--- config.mk ---
export PLATFORM = sky130hd
export DESIGN_NAME = led_strip_pattern_sequencer
export DESIGN_NICKNAME = d
export VERILOG_FILES = /design/src/design/lsps_pkg.sv /design/src/design/led_strip_pattern_sequencer.sv
export SDC_FILE = /design/constraint.sdc
export NUM_CORES = 1
export LEC_CHECK = 0
export BUFFER_PORTS_ARGS = -buffer_cell sky130_fd_sc_hd__buf_2
export CORE_MARGIN = 1.5
export CORE_UTILIZATION = 40
export DETAILED_ROUTE_END_ITERATION = 12
export PLACE_DENSITY = 0.63
export SLEW_MARGIN = 10
export SYNTH_ARGS = -nofsm -noshare
export SYNTH_HDL_FRONTEND = slang
export SYNTH_SLANG_ARGS = --single-unit
--- constraint.sdc ---
create_clock -name clock -period 5.8 [get_ports clock]
set_input_delay 0.87 -clock clock [delete_from_list [all_inputs] [get_ports clock]]
set_output_delay 0.87 -clock clock [all_outputs]
set_load 0.01 [all_outputs]
--- src/design/lsps_pkg.sv ---
`timescale 1ns / 1ps
// ---------------------------------------------------------------------------
// lsps_pkg
// Shared types, constants and the colour palette of the LED strip pattern
// sequencer.
// ---------------------------------------------------------------------------
package lsps_pkg;

   // strip geometry
   localparam int LED_COUNT  = 8;
   localparam int LED_IDX_W  = 3;
   localparam int PHASE_W    = 4;
   localparam int TICK_W     = 10;
   localparam int WORD_W     = 24;
   localparam int CSR_IDX_W  = 3;
   localparam int CSR_DATA_W = 10;

   // period register accepts writes below this limit only
   localparam logic [TICK_W-1:0] PERIOD_LIMIT = 10'd1001;
   localparam logic [TICK_W-1:0] PERIOD_RESET = 10'd1000;

   typedef logic [2:0]          color_code_type;
   typedef logic [WORD_W-1:0]   grb_type;
   typedef logic [LED_IDX_W-1:0] led_idx_type;
   typedef logic [PHASE_W-1:0]  phase_type;

   // pattern modes
   typedef enum logic [1:0] {
      MODE_CONST = 2'd0,
      MODE_BLINK = 2'd1,
      MODE_WAVE  = 2'd2,
      MODE_STOP  = 2'd3
   } mode_type;

   // register indexes of the configuration port
   localparam logic [CSR_IDX_W-1:0] CSR_PATTERN_MODE  = 3'd0;
   localparam logic [CSR_IDX_W-1:0] CSR_MAIN_COLOR    = 3'd1;
   localparam logic [CSR_IDX_W-1:0] CSR_BLINK_COLOR_A = 3'd2;
   localparam logic [CSR_IDX_W-1:0] CSR_BLINK_COLOR_B = 3'd3;
   localparam logic [CSR_IDX_W-1:0] CSR_UPDATE_PERIOD = 3'd4;

   // colour codes
   localparam color_code_type CODE_WHITE = 3'd0;
   localparam color_code_type CODE_BLACK = 3'd1;
   localparam color_code_type CODE_BLUE  = 3'd2;
   localparam color_code_type CODE_RED   = 3'd3;
   localparam color_code_type CODE_GREEN = 3'd4;

   localparam grb_type GRB_WHITE = 24'hFFFFFF;
   localparam grb_type GRB_BLACK = 24'h000000;

   // true for codes that have a palette entry
   function automatic logic color_known(input color_code_type code);
      return (code <= CODE_GREEN);
   endfunction

   // palette lookup, green in the top byte
   function automatic grb_type color_word(input color_code_type code);
      grb_type word;
      unique case (code)
         CODE_WHITE: word = 24'hFFFFFF;
         CODE_BLACK: word = 24'h000000;
         CODE_BLUE:  word = 24'h0000FF;
         CODE_RED:   word = 24'h00FF00;
         CODE_GREEN: word = 24'hFF0000;
         default:    word = 24'h000000;
      endcase
      return word;
   endfunction

endpackage

--- src/design/led_strip_pattern_sequencer.sv ---
`timescale 1ns / 1ps
// ---------------------------------------------------------------------------
// led_strip_pattern_sequencer
// Counts millisecond ticks, repaints an 8-LED frame store by pattern mode
// every update_period+1 ticks and streams the frame as GRB words.
// ---------------------------------------------------------------------------
//  channel | direction | handshake          | payload
//  req     | in        | req_valid/stall    | req_advance
//  rsp     | out       | rsp_valid/stall    | rsp_led_index, rsp_grb_word, rsp_last
//  csr     | in        | csr_wr_en          | csr_index, csr_wdata
//
//  a tick beat that causes no update leaves the sequencer idle for the next beat
//  an update beat first latches the update, then paints and streams the LEDs
//  in order through the shared paint unit and the frame store port
//  reset is synchronous; the frame store resets to white, no clearing pass
//  req_stall stays high while the frame is streamed; rsp_stall holds the
//  output register and pauses the sequencer
// ---------------------------------------------------------------------------
module led_strip_pattern_sequencer (
   input  logic                            clock,
   input  logic                            reset,
   // tick channel
   input  logic                            req_valid,
   output logic                            req_stall,
   input  logic                            req_advance,
   // word channel
   output logic                            rsp_valid,
   input  logic                            rsp_stall,
   output logic [2:0]                      rsp_led_index,
   output logic [23:0]                     rsp_grb_word,
   output logic                            rsp_last,
   // configuration
   input  logic                            csr_wr_en,
   input  logic [lsps_pkg::CSR_IDX_W-1:0]  csr_index,
   input  logic [lsps_pkg::CSR_DATA_W-1:0] csr_wdata
);
   import lsps_pkg::*;

   typedef enum logic {
      ST_IDLE,
      ST_EMIT
   } state_type;

   // registers
   state_type       state_ff, state_in;
   mode_type        mode_ff, mode_in;
   color_code_type  main_color_ff, main_color_in;
   color_code_type  color_a_ff, color_a_in;
   color_code_type  color_b_ff, color_b_in;
   logic [TICK_W-1:0] period_ff, period_in;
   logic [TICK_W-1:0] tick_ff, tick_in;
   phase_type       phase_ff, phase_in;
   grb_type         frame_ff [LED_COUNT];
   led_idx_type     idx_ff, idx_in;
   mode_type        upd_mode_ff, upd_mode_in;
   color_code_type  upd_code_ff, upd_code_in;
   phase_type       upd_pos_ff, upd_pos_in;
   logic            rsp_valid_ff, rsp_valid_in;
   led_idx_type     rsp_idx_ff, rsp_idx_in;
   grb_type         rsp_word_ff, rsp_word_in;
   logic            rsp_last_ff, rsp_last_in;

   logic      req_take;
   logic      do_update;
   logic      load;
   logic      idx_is_last;
   grb_type   old_word;
   grb_type   new_word;
   phase_type wave_pos;

   assign req_stall = (state_ff != ST_IDLE);
   assign req_take  = req_valid && !req_stall;
   assign do_update = req_take && req_advance && (tick_ff >= period_ff);
   assign load      = (state_ff == ST_EMIT) && (!rsp_valid_ff || !rsp_stall);
   assign idx_is_last = (idx_ff == led_idx_type'(LED_COUNT - 1));
   assign wave_pos  = (phase_ff >= phase_type'(LED_COUNT)) ? '0 : phase_ff;

   // shared paint unit: new colour of the LED under the sequencer
   always_comb begin
      old_word = frame_ff[idx_ff];
      if (upd_mode_ff == MODE_WAVE) begin
         if (color_known(upd_code_ff) && (phase_type'(idx_ff) == upd_pos_ff)) begin
            new_word = color_word(upd_code_ff);
         end else begin
            new_word = GRB_BLACK;
         end
      end else if (color_known(upd_code_ff)) begin
         new_word = color_word(upd_code_ff);
      end else begin
         new_word = old_word;
      end
   end

   // configuration writes
   always_comb begin
      mode_in       = mode_ff;
      main_color_in = main_color_ff;
      color_a_in    = color_a_ff;
      color_b_in    = color_b_ff;
      period_in     = period_ff;
      if (csr_wr_en) begin
         unique case (csr_index)
            CSR_PATTERN_MODE:  mode_in       = mode_type'(csr_wdata[1:0]);
            CSR_MAIN_COLOR:    main_color_in = csr_wdata[2:0];
            CSR_BLINK_COLOR_A: color_a_in    = csr_wdata[2:0];
            CSR_BLINK_COLOR_B: color_b_in    = csr_wdata[2:0];
            CSR_UPDATE_PERIOD: begin
               if (csr_wdata < PERIOD_LIMIT) begin
                  period_in = csr_wdata;
               end
            end
            default: ;
         endcase
      end
   end

   // sequencer: tick counting, update latch and frame streaming
   always_comb begin
      state_in    = state_ff;
      tick_in     = tick_ff;
      phase_in    = phase_ff;
      idx_in      = idx_ff;
      upd_mode_in = upd_mode_ff;
      upd_code_in = upd_code_ff;
      upd_pos_in  = upd_pos_ff;
      rsp_idx_in  = rsp_idx_ff;
      rsp_word_in = rsp_word_ff;
      rsp_last_in = rsp_last_ff;
      rsp_valid_in = rsp_valid_ff && rsp_stall;

      unique case (state_ff)
         ST_IDLE: begin
            if (req_take && req_advance) begin
               if (do_update) begin
                  tick_in     = '0;
                  idx_in      = '0;
                  upd_mode_in = mode_ff;
                  upd_pos_in  = '0;
                  state_in    = ST_EMIT;
                  unique case (mode_ff)
                     MODE_CONST: upd_code_in = main_color_ff;
                     MODE_BLINK: begin
                        if (phase_ff == phase_type'(1)) begin
                           upd_code_in = color_a_ff;
                           phase_in    = '0;
                        end else begin
                           upd_code_in = color_b_ff;
                           phase_in    = phase_type'(1);
                        end
                     end
                     MODE_WAVE: begin
                        upd_code_in = main_color_ff;
                        upd_pos_in  = wave_pos;
                        phase_in    = wave_pos + phase_type'(1);
                     end
                     MODE_STOP: upd_code_in = CODE_BLACK;
                     default:   upd_code_in = CODE_BLACK;
                  endcase
               end else begin
                  tick_in = tick_ff + TICK_W'(1);
               end
            end
         end
         ST_EMIT: begin
            if (load) begin
               rsp_valid_in = 1'b1;
               rsp_idx_in   = idx_ff;
               rsp_word_in  = new_word;
               rsp_last_in  = idx_is_last;
               idx_in       = idx_ff + led_idx_type'(1);
               if (idx_is_last) begin
                  state_in = ST_IDLE;
               end
            end
         end
         default: state_in = ST_IDLE;
      endcase
   end

   // state, configuration, frame store and output register
   always_ff @(posedge clock) begin
      if (reset) begin
         state_ff      <= ST_IDLE;
         mode_ff       <= MODE_CONST;
         main_color_ff <= CODE_WHITE;
         color_a_ff    <= CODE_WHITE;
         color_b_ff    <= CODE_BLACK;
         period_ff     <= PERIOD_RESET;
         tick_ff       <= '0;
         phase_ff      <= '0;
         rsp_valid_ff  <= 1'b0;
         idx_ff        <= '0;
         for (int i = 0; i < LED_COUNT; i++) begin
            frame_ff[i] <= GRB_WHITE;
         end
      end else begin
         state_ff      <= state_in;
         mode_ff       <= mode_in;
         main_color_ff <= main_color_in;
         color_a_ff    <= color_a_in;
         color_b_ff    <= color_b_in;
         period_ff     <= period_in;
         tick_ff       <= tick_in;
         phase_ff      <= phase_in;
         rsp_valid_ff  <= rsp_valid_in;
         idx_ff        <= idx_in;
         if (load) begin
            frame_ff[idx_ff] <= new_word;
         end
      end
      upd_mode_ff <= upd_mode_in;
      upd_code_ff <= upd_code_in;
      upd_pos_ff  <= upd_pos_in;
      rsp_idx_ff  <= rsp_idx_in;
      rsp_word_ff <= rsp_word_in;
      rsp_last_ff <= rsp_last_in;
   end

   assign rsp_valid     = rsp_valid_ff;
   assign rsp_led_index = 3'(rsp_idx_ff);
   assign rsp_grb_word  = rsp_word_ff;
   assign rsp_last      = rsp_last_ff;

   // last marks exactly the final LED of the frame
   a_last_index : assert property (@(posedge clock) disable iff (reset)
      rsp_valid_ff |-> (rsp_last_ff == (rsp_idx_ff == led_idx_type'(LED_COUNT - 1))))
      else $error("last flag does not match LED index");

   // an update beat starts streaming at the first LED
   a_update_starts : assert property (@(posedge clock) disable iff (reset)
      do_update |=> (state_ff == ST_EMIT) && (idx_ff == '0) && (tick_ff == '0))
      else $error("update did not start the frame");

   // a tick without update counts up by one
   a_tick_count : assert property (@(posedge clock) disable iff (reset)
      (req_take && req_advance && !do_update) |=> (tick_ff == $past(tick_ff) + TICK_W'(1)))
      else $error("tick counter did not advance");

   // the tick counter never passes the period limit
   a_tick_range : assert property (@(posedge clock) disable iff (reset)
      tick_ff < PERIOD_LIMIT)
      else $error("tick counter out of range");

   // a waiting word is not overwritten while stalled
   a_hold_word : assert property (@(posedge clock) disable iff (reset)
      (state_ff == ST_EMIT && rsp_valid_ff && rsp_stall) |=> $stable(idx_ff))
      else $error("sequencer advanced under stall");

endmodule

==> results of run 1 <==
==> cells in the final DEF, fill, tap and decap left out, types with 16 or more instances in the layout <==
| cell type | count |
|---|---|
| inv_1 | 38 |
| nand2_1 | 218 |
| buf_2 | 48 |
| ha_1 | 17 |
| o21ai_2 | 23 |
| mux2i_1 | 36 |
| a21oi_1 | 24 |
| mux4_2 | 41 |
| nor2_1 | 52 |
| clkbuf_16 | 29 |
| buf_4 | 16 |
| dfxtp_1 | 41 |
| edfxtp_1 | 229 |
==> layout make-up <==
type / instances / area [µm²]
Clock inverter: 13 / 185.2
Clock buffer: 40 / 787.0
Multi-Input combinational cell: 520 / 3814
Fill cell: 2598 / 15490
Sequential cell: 272 / 7742
Inverter: 40 / 150.1
Timing Repair Buffer: 64 / 360.3
Tap cell: 384 / 480.5
==> Yosys cell counts, types with 2 or more instances <==
master	count	area share
nand4b_1	2	0.0015
nand3_1	11	0.0046
or2_2	12	0.0063
a22o_1	2	0.0015
inv_1	39	0.012
buf_1	3	0.00095
dfxtp_1	43	0.072
mux2_2	10	0.0095
buf_2	7	0.0029
nor3_1	3	0.0013
nor4bb_1	2	0.0017
clkbuf_1	23	0.0073
mux2i_1	36	0.030
o21ai_0	7	0.0029
a211oi_1	4	0.0025
o31ai_4	2	0.0036
or3_1	4	0.0021
nor2b_1	4	0.0021
nand2b_1	4	0.0021
buf_4	9	0.0057
o21ai_2	17	0.013
a21oi_1	24	0.010
xnor2_1	2	0.0015
and2_1	2	0.0011
ha_1	17	0.018
nand2_1	218	0.069
mux4_1	7	0.015
edfxtp_1	229	0.58
buf_6	4	0.0038
and3_1	4	0.0021
nor2_1	58	0.018
mux4_2	41	0.078
xor2_1	12	0.0088
==> cells by family (layout without fill, tap and decap cells) <==
kind of cell,Yosys count,count (layout),share of synthesized area
buffers and inverters,86,157,0.03323
DFF,272,272,0.6503
and+or+nand+nor,331,331,0.1169
muxes,94,94,0.1328
xor gates and xnor gates,14,14,0.01031
other,1,1,0.0003152
adders and majority gates,17,17,0.01788
AOI/OAI and AO/OA,63,63,0.03817
==> through the flow <==
stage                     hold WS [ps]  worst slack (ps)  instance area [µm²]
final                            451.6              2605                13520
after global routing             487.5              2373                13520
after CTS                        452.5              2586                13520
after detailed placement         445.4              2033                12550
after global placement           438.1              2089                12550
after floorplan                  427.3              1573                11900
==> routing by layer <==
layer / global-route usage / wire length, µm
met5: 0 / 0
met3: 0.02403 / 1154
met2: 0.2867 / 12120
met4: 0.04950 / 679
met1: 0.2186 / 10860
==> state kept, by name (all words and copies together), names as in the netlist, 2 cells and up, named ones only <==
signal         flops
frame_ff         192
rsp_grb_word      24
period_ff         10
tick_ff           10
phase_ff           4
upd_pos_ff         4
color_a_ff         3
color_b_ff         3
idx_ff             3
main_color_ff      3
rsp_led_index      3
upd_code_ff        3
mode_ff            2
upd_mode_ff        2
==> power groups by stage <==
stage / Clock, W / Sequential [W] / Combinational [W]
floorplan: 0 / 0.00221 / 0.0000526
global placement: 0 / 0.00221 / 0.0000868
detailed placement: 0 / 0.00221 / 0.0000888
CTS: 0.00193 / 0.00217 / 0.0000891
global route: 0.00199 / 0.00217 / 0.0000957
finish: 0.00189 / 0.00217 / 0.0000872
==> worst max-delay path: stages <==
cell	delay (ps)
buf_2	440
clkinv_1	650
nand3_1	570
nor3_2	60
buf_4	240
or2_2	550
==> final timing paths <==
kind / start / end / slack (ps) / cells past startpoint
worst max-delay path: reset / frame_ff[1][4] / 2610 / 6
worst min-delay path: phase_ff[0] / phase_ff[0] / 450 / 2
worst max register to register: req_stall / frame_ff[0][17] / 2800 / 4
worst min register to register: phase_ff[0] / phase_ff[0] / 450 / 2
==> impl_metrics.toml, run 1 <==
[worst_setup_path]
cp_max_fo = 30
cp_data_required_time_ps = 6020
cp-end-kind = "flip-flop"
crit_type = "input port to flip-flop"
arrival_ps = 3410
start_kind = "input port"

[cts]
clk_latency_ps = 560
cts_setup_buffers = 0
cts_hold_buf = 0
cts_root_buffer = "clkbuf_16"
cts_sinks = 272
htreeDepth = 1
path_clk_slew_ps = 60
cts_tree = "built"
numCtsBuffers = 29
cts_resized = 0
clock_path_buffers = 3

[global_routing]
grt.total_usage = 0.1664
antenna_found_initial = 0
grt_pass1_wl_um = 39520
grt_remaining_overflow = 0
grt_pass1_vias = 7015
grt_max_degree = 49

[routing]
viasPerCell = 5.156
firstDrtPassIters = 5
drt_wl_total_um = 24820
drcViolationCount = 0
num_vias = 6873
drtAntennaViolNets = 0
wire_per_inst_um = 18.62
drtIter0Drc = 438

[power]
p_seq_frac = 0.524
power_w = 0.004141
swShare = 0.2002
p_comb_frac = 0.021
p_int_w = 0.003312
p_sw_w = 0.0008289
ir_drop_uv = 232.7
p_leak_nw = 4.402
clkPwrFrac = 0.455
p_per_area_mw_per_mm2 = 306.3

[floorplan]
chipHeight_um = 175.5
start_util = 0.4101
rows = 62
die_w_um = 175.5
die_area_mm2 = 0.03079
core_mm2 = 0.02901
top_level_ports = 49

[finish]
layout-drive-gt1-share = 0.2171
nNetsFinal = 963
insertedDiodeCount = 0
finalNonFillerCells = 1333
final_util = 0.4660
areaGrowthSynthToFinish_pct = 13.63

[timing]
tns_ps = 0
max_slew_margin = 0.2310
worst_pin_slew_ps = 1151
hold_violations = 0
setup_viol = 0
period_needed_ps = 3195
finClkSkew_ps = 23.07
slew_violations = 0
max_freq_mhz = 313.0
rsz0062_at_grt = "false"
post-route-period-util = 0.5508

[logic_synthesis]
syn_nets = 914
ys_types = 49
syn_area_mm2 = 0.01190
ys_seq_area_frac = 0.6503
synthArstFlopShare = 0
avgSynthCellArea_um2 = 13.55
synthCells = 878
synth-main-ff-cell = "edfxtp_1"
ys_ff_latch = 272
yosysWarningCount = 0
synth_edf_count = 229

[placement]
gp_congestion = 0.7526
numPortBuffers = 48
dp.cells = 1280
dp_hpwl_um = 14990

[min_path]
hold_path_class = "flip-flop to flip-flop"

[status]
status = "finished, final reports clean"

[run]
max_cap_viol_count = 0
(Power assumes the default switching activity.)
==> run 2: changes to the inputs <==
Clock period 5.8 ns to 2.95 ns, I/O delays scaled along.
==> impl_metrics.toml, run 2 (synthesis results as in run 1) <==
[status]
status = "finished, final reports clean"

[worst_setup_path]
cp_data_required_time_ps = 3180
cp-end-kind = "flip-flop"
crit_type = "flip-flop to flip-flop"
arrival_ps = 2630
cp_max_fo = 9
start_kind = "flip-flop"

[routing]
wire_per_inst_um = 19.37
num_vias = 7039
viasPerCell = 5.218
drcViolationCount = 0
drtAntennaViolNets = 0
drtIter0Drc = 567
drt_wl_total_um = 26130
firstDrtPassIters = 7

[cts]
cts_setup_buffers = 0
cts_tree = "built"
clock_path_buffers = 3
cts_hold_buf = 0
path_clk_slew_ps = 60
htreeDepth = 1
cts_sinks = 272
numCtsBuffers = 29
cts_root_buffer = "clkbuf_16"
cts_resized = 0
clk_latency_ps = 550

[finish]
nNetsFinal = 980
layout-drive-gt1-share = 0.2301
largest_reg_flops = 192
finalNonFillerCells = 1349
layout_common_cells = "edfxtp_1 (229), nand2_1 (218), nor2_1 (52)"
layout_commonest_cell = "edfxtp_1"
regMostFlops = "frame_ff"
fillers = 2577
insertedDiodeCount = 0
areaGrowthSynthToFinish_pct = 14.29
final_area_mm2 = 0.01360

[placement]
dpl_cell_area_mm2 = 0.01272
dp_hpwl_um = 14960
gp_congestion = 0.7444
dp.cells = 1297
numPortBuffers = 48

[timing]
whs_ps = 120.0
period_needed_ps = 2406
rsz0062_at_grt = "false"
hold_violations = 0
max_freq_mhz = 415.7
setup_viol = 0
max_slew_margin = 0.2398
slew_violations = 0
worst_pin_slew_ps = 1138
post-route-period-util = 0.8155
finClkSkew_ps = 17.30

[floorplan]
start_util = 0.4101
rows = 62
core_mm2 = 0.02901
chipHeight_um = 175.5
top_level_ports = 49
die_w_um = 175.5
die_area_mm2 = 0.03079

[global_routing]
top_usage_layer = "met2"
grt.total_usage = 0.1739
met1_usage = 0.2314
grt_pass1_wl_um = 41030
grt_max_degree = 49
antenna_found_initial = 1
grt_pass1_vias = 7233
grt_remaining_overflow = 0
met3_usage = 0.02338
use_met2 = 0.3016

[power]
p_leak_nw = 4.470
ir_drop_uv = 530.6
p_per_area_mw_per_mm2 = 573.7
power_w = 0.007801

[min_path]
hold_path_class = "input port to flip-flop"

[run]
max_cap_viol_count = 0
run 2: changes by cell type in the layout (fill, tap and decap cells not counted), sizes merged:
cell	change
buf	+17
bufinv	-4
clkbuf	+3
clkinv	+2
clkinvlp	-2
run 2: area by class of cell:
| type | count | area [µm²] | share of cell area |
|---|---|---|---|
| Clock buffer | 43 | 828.3 | 0.06091 |
| Clock inverter | 9 | 45.04 | 0.003312 |
| Inverter | 40 | 150.1 | 0.01104 |
| Multi-Input combinational cell | 520 | 3814 | 0.2805 |
| Sequential cell | 272 | 7742 | 0.5694 |
| Tap cell | 384 | 480.5 | 0.03533 |
| Timing Repair Buffer | 81 | 538.0 | 0.03957 |
run 2: path summary, 6_finish.rpt:
| kind | start | endpoint | slack (ps) | cells past startpoint |
|---|---|---|---|---|
| setup / recovery | period_ff[7] | upd_code_ff[2] | 540 | 7 |
| hold / removal | csr_wdata[5] | period_ff[5] | 120 | 3 |
| setup reg to reg | period_ff[7] | upd_code_ff[2] | 540 | 7 |
| hold reg to reg | phase_ff[0] | phase_ff[0] | 450 | 2 |
run 2: per-stage QoR:
step / worst slack [ps] / utilization / TNS (ps)
final: 544.3 / 0.4687 / 0
after global routing: 308.8 / 0.4687 / 0
after CTS: 491.9 / 0.4687 / 0
after detailed placement: 507.2 / 0.4386 / 0
after global placement: 545.2 / 0.4386 / 0
after floorplan: -319.7 / - / -38570
run 2: where the power goes:
group | switching, W | internal (W)
registers | 0.0000265 | 0.00423
clock network | 0.00143 | 0.00193
logic | 0.000118 | 0.0000641
total | 0.00158 | 0.00622
run 2: worst max-delay path, stage by stage (launching register included):
cell and delay (ps):
dfxtp_1 330, inv_1 50, ha_1 300, a211oi_1 230
nor2_1 70, or3_1 390, o21ai_1 420, inv_1 300
run 2: per-layer routing:
layer,share of wire,vias up
met5,0,-
met4,0.021,0
met3,0.047,42
met2,0.50,188
met1,0.44,3523
li1,-,3286
==> run 3: changes to the inputs <==
Settings changed: ABC_AREA set to 1, PLACE_DENSITY 0.63 to 0.65.
Clock period 2.95 ns to 1.95 ns, I/O delays scaled along.
==> impl_metrics.toml, run 3 <==
[routing]
wire_per_inst_um = 17.19
drtIter0Drc = 711
drcViolationCount = 0
firstDrtPassIters = 4
num_vias = 9008
viasPerCell = 5.165
drtAntennaViolNets = 0
drt_wl_total_um = 29970

[power]
p_leak_nw = 4.865
ir_drop_uv = 636.8
swShare = 0.2037
p_seq_frac = 0.514
p_sw_w = 0.002496
p_comb_frac = 0.023
clkPwrFrac = 0.463
p_int_w = 0.009754
p_per_area_mw_per_mm2 = 835.8

[worst_setup_path]
cp_slowest_cell = "dfxtp_2"
critPathBufInv = 2
cp_max_fo = 55
path_cells = "buf_12 > buf_12 > nor2_1 > nor2_1 > o21ai_0 > o211ai_1 > nand3_1 > nand2_1 > nand2_4 > nand2_1"
arrival_ps = 2070
cp-end-kind = "flip-flop"
cp_data_required_time_ps = 2260
crit_type = "flip-flop to flip-flop"
critPathTopFamily = "simple AND/OR/NAND/NOR gates"
start_kind = "flip-flop"
critPathMaxStageDelay_ps = 340

[run]
max_cap_viol_count = 0

[floorplan]
die_w_um = 177.6
top_level_ports = 49
chipHeight_um = 177.6
core_mm2 = 0.02980
rows = 63
die_area_mm2 = 0.03154
start_util = 0.4093

[placement]
dp_hpwl_um = 17980
numPortBuffers = 48
gp_congestion = 0.8299
dp.cells = 1688
pre_cts_slack_ps = 124.3

[cts]
clk_latency_ps = 570
cts_sinks = 272
htreeDepth = 1
path_clk_slew_ps = 60
clock_path_buffers = 3
cts_setup_buffers = 0
numCtsBuffers = 30
cts_tree = "built"
cts_root_buffer = "clkbuf_16"

[logic_synthesis]
synthSimpleGateAreaFrac = 0.1944
synth_top_area_frac = 0.5639
ys_seq_area_frac = 0.6345
syn_area_mm2 = 0.01219
synth-xor-area-share = 0.001436
synth_most_common_cell = "nand2_1"
avgSynthCellArea_um2 = 9.874
yosysTopAreaCell = "edfxtp_1"
muxShareOfSynthArea = 0
synth_edf_count = 229
yosysWarningCount = 0
synthCells = 1235
ys_ff_latch = 272
synthArstFlopShare = 0
ys_types = 32
synth_commonest_cells = "nand2_1 (302), edfxtp_1 (229), nor2_1 (186), o21ai_0 (123), inv_1 (85)"
syn_nets = 1271
ys_top_cells_by_area = "edfxtp_1 (56%), nand2_1 (9.3%), dfxtp_1 (7.1%)"
synth_top_family_by_area = "simple AND/OR/NAND/NOR gates"
synth-main-ff-cell = "edfxtp_1"
synth_fa_ha_area_frac = 0.01744
synth_compound_area_frac = 0.1009

[finish]
insertedDiodeCount = 0
layout-drive-gt1-share = 0.1669
layout_commonest_cell = "nand2_1"
layout_common_cells = "nand2_1 (301), edfxtp_1 (229), nor2_1 (178)"
regMostFlops = "frame_ff"
finalNonFillerCells = 1744
nNetsFinal = 1368
largest_reg_flops = 192
areaGrowthSynthToFinish_pct = 20.19

[global_routing]
grt_pass1_vias = 8853
grt_remaining_overflow = 0
grt_max_degree = 56
grt.total_usage = 0.1940
grt_pass1_wl_um = 47430
antenna_found_initial = 0

[status]
status = "finished, final reports clean"

[timing]
finClkSkew_ps = 20.78
rsz0062_at_grt = "false"
setup_viol = 0
max_freq_mhz = 566.5
period_needed_ps = 1765
hold_violations = 0
slew_violations = 0
layout_setup_ws_ps = 184.8
whs_ps = 14.47
post-route-period-util = 0.9052

[min_path]
hold_path_class = "input port to flip-flop"
hold_start = "csr_wdata[9]"
run 3: changes by cell type after synthesis, sizes merged, moves of 18 or more:
cell    previous run  this run
inv               39        99
nor2              59       188
clkbuf            23        41
nand3             11        46
o211ai             1        50
mux2i             36         0
nand2            218       320
mux4              48         0
o21ai             25       127
run 3: worst paths after layout:
path | endpoint | cells after the start | slack, ps
setup reg to reg | frame_ff[1][4] | 10 | 180
hold / removal | period_ff[9] | 3 | 10
hold reg to reg | period_ff[2] | 2 | 470
setup / recovery | frame_ff[1][4] | 10 | 180
run 3: cells by family (layout without fill, tap and decap cells):
kind of cell | after synthesis | in the layout
AO/OA/AOI/OAI | 213 | 213
XOR/XNOR | 2 | 2
buffers and inverters | 160 | 279
AND/OR/NAND/NOR | 570 | 570
adder cells (fa/ha/maj) | 17 | 17
other | 1 | 1
flip-flops | 272 | 272
run 3: area by class of cell:
type / instances / area (µm²)
Clock buffer: 36 / 783.3
Tap cell: 390 / 488.0
Fill cell: 2709 / 15140
Sequential cell: 272 / 7740
Clock inverter: 18 / 214.0
Inverter: 100 / 375.4
Timing Repair Buffer: 125 / 1161
Multi-Input combinational cell: 803 / 3895
run 3: timing repair:
action,4_1_cts,5_1_grt
resized for setup,0,2
setup endpoints to repair,0,12
hold buffers,2,0
hold endpoints to repair,2,0
run 3: through the flow:
step                total power (W)  TNS [ps]    util  instance area (µm²)
floorplan                  0.006551    -63400       -                12200
global placement           0.006687         0  0.4574                13630
detailed placement         0.006694         0  0.4574                13630
CTS                         0.01231         0  0.4916                14650
global route                0.01259         0  0.4919                14660
finish                      0.01225         0  0.4919                14660
run 3: worst register-to-register path, delay by kind of cell (launching register included):
family / cells / cell delay (ps)
AND/OR/NAND/NOR: 6 / 530
buffers and inverters: 2 / 410
flip-flops: 1 / 340
AO/OA/AOI/OAI: 2 / 250
run 3: metal layers:
| layer | vias up | part of all wire | routed length [µm] | track usage |
|---|---|---|---|---|
| met5 | - | 0 | 0 | 0 |
| met4 | 0 | 0.024 | 730 | 0.06092 |
| met1 | 4317 | 0.44 | 13070 | 0.2553 |
| met2 | 267 | 0.48 | 14440 | 0.3304 |
| li1 | 4367 | - | - | - |
| met3 | 57 | 0.058 | 1728 | 0.02806 |
run 3: power groups by stage:
stage	clock [W]	combinational (W)	sequential [W]
after floorplan	0	0.000133	0.00642
after global placement	0	0.000273	0.00641
after detailed placement	0	0.000279	0.00641
after CTS	0.00574	0.000282	0.00629
after global routing	0.00599	0.000308	0.00629
final	0.00568	0.000282	0.00629
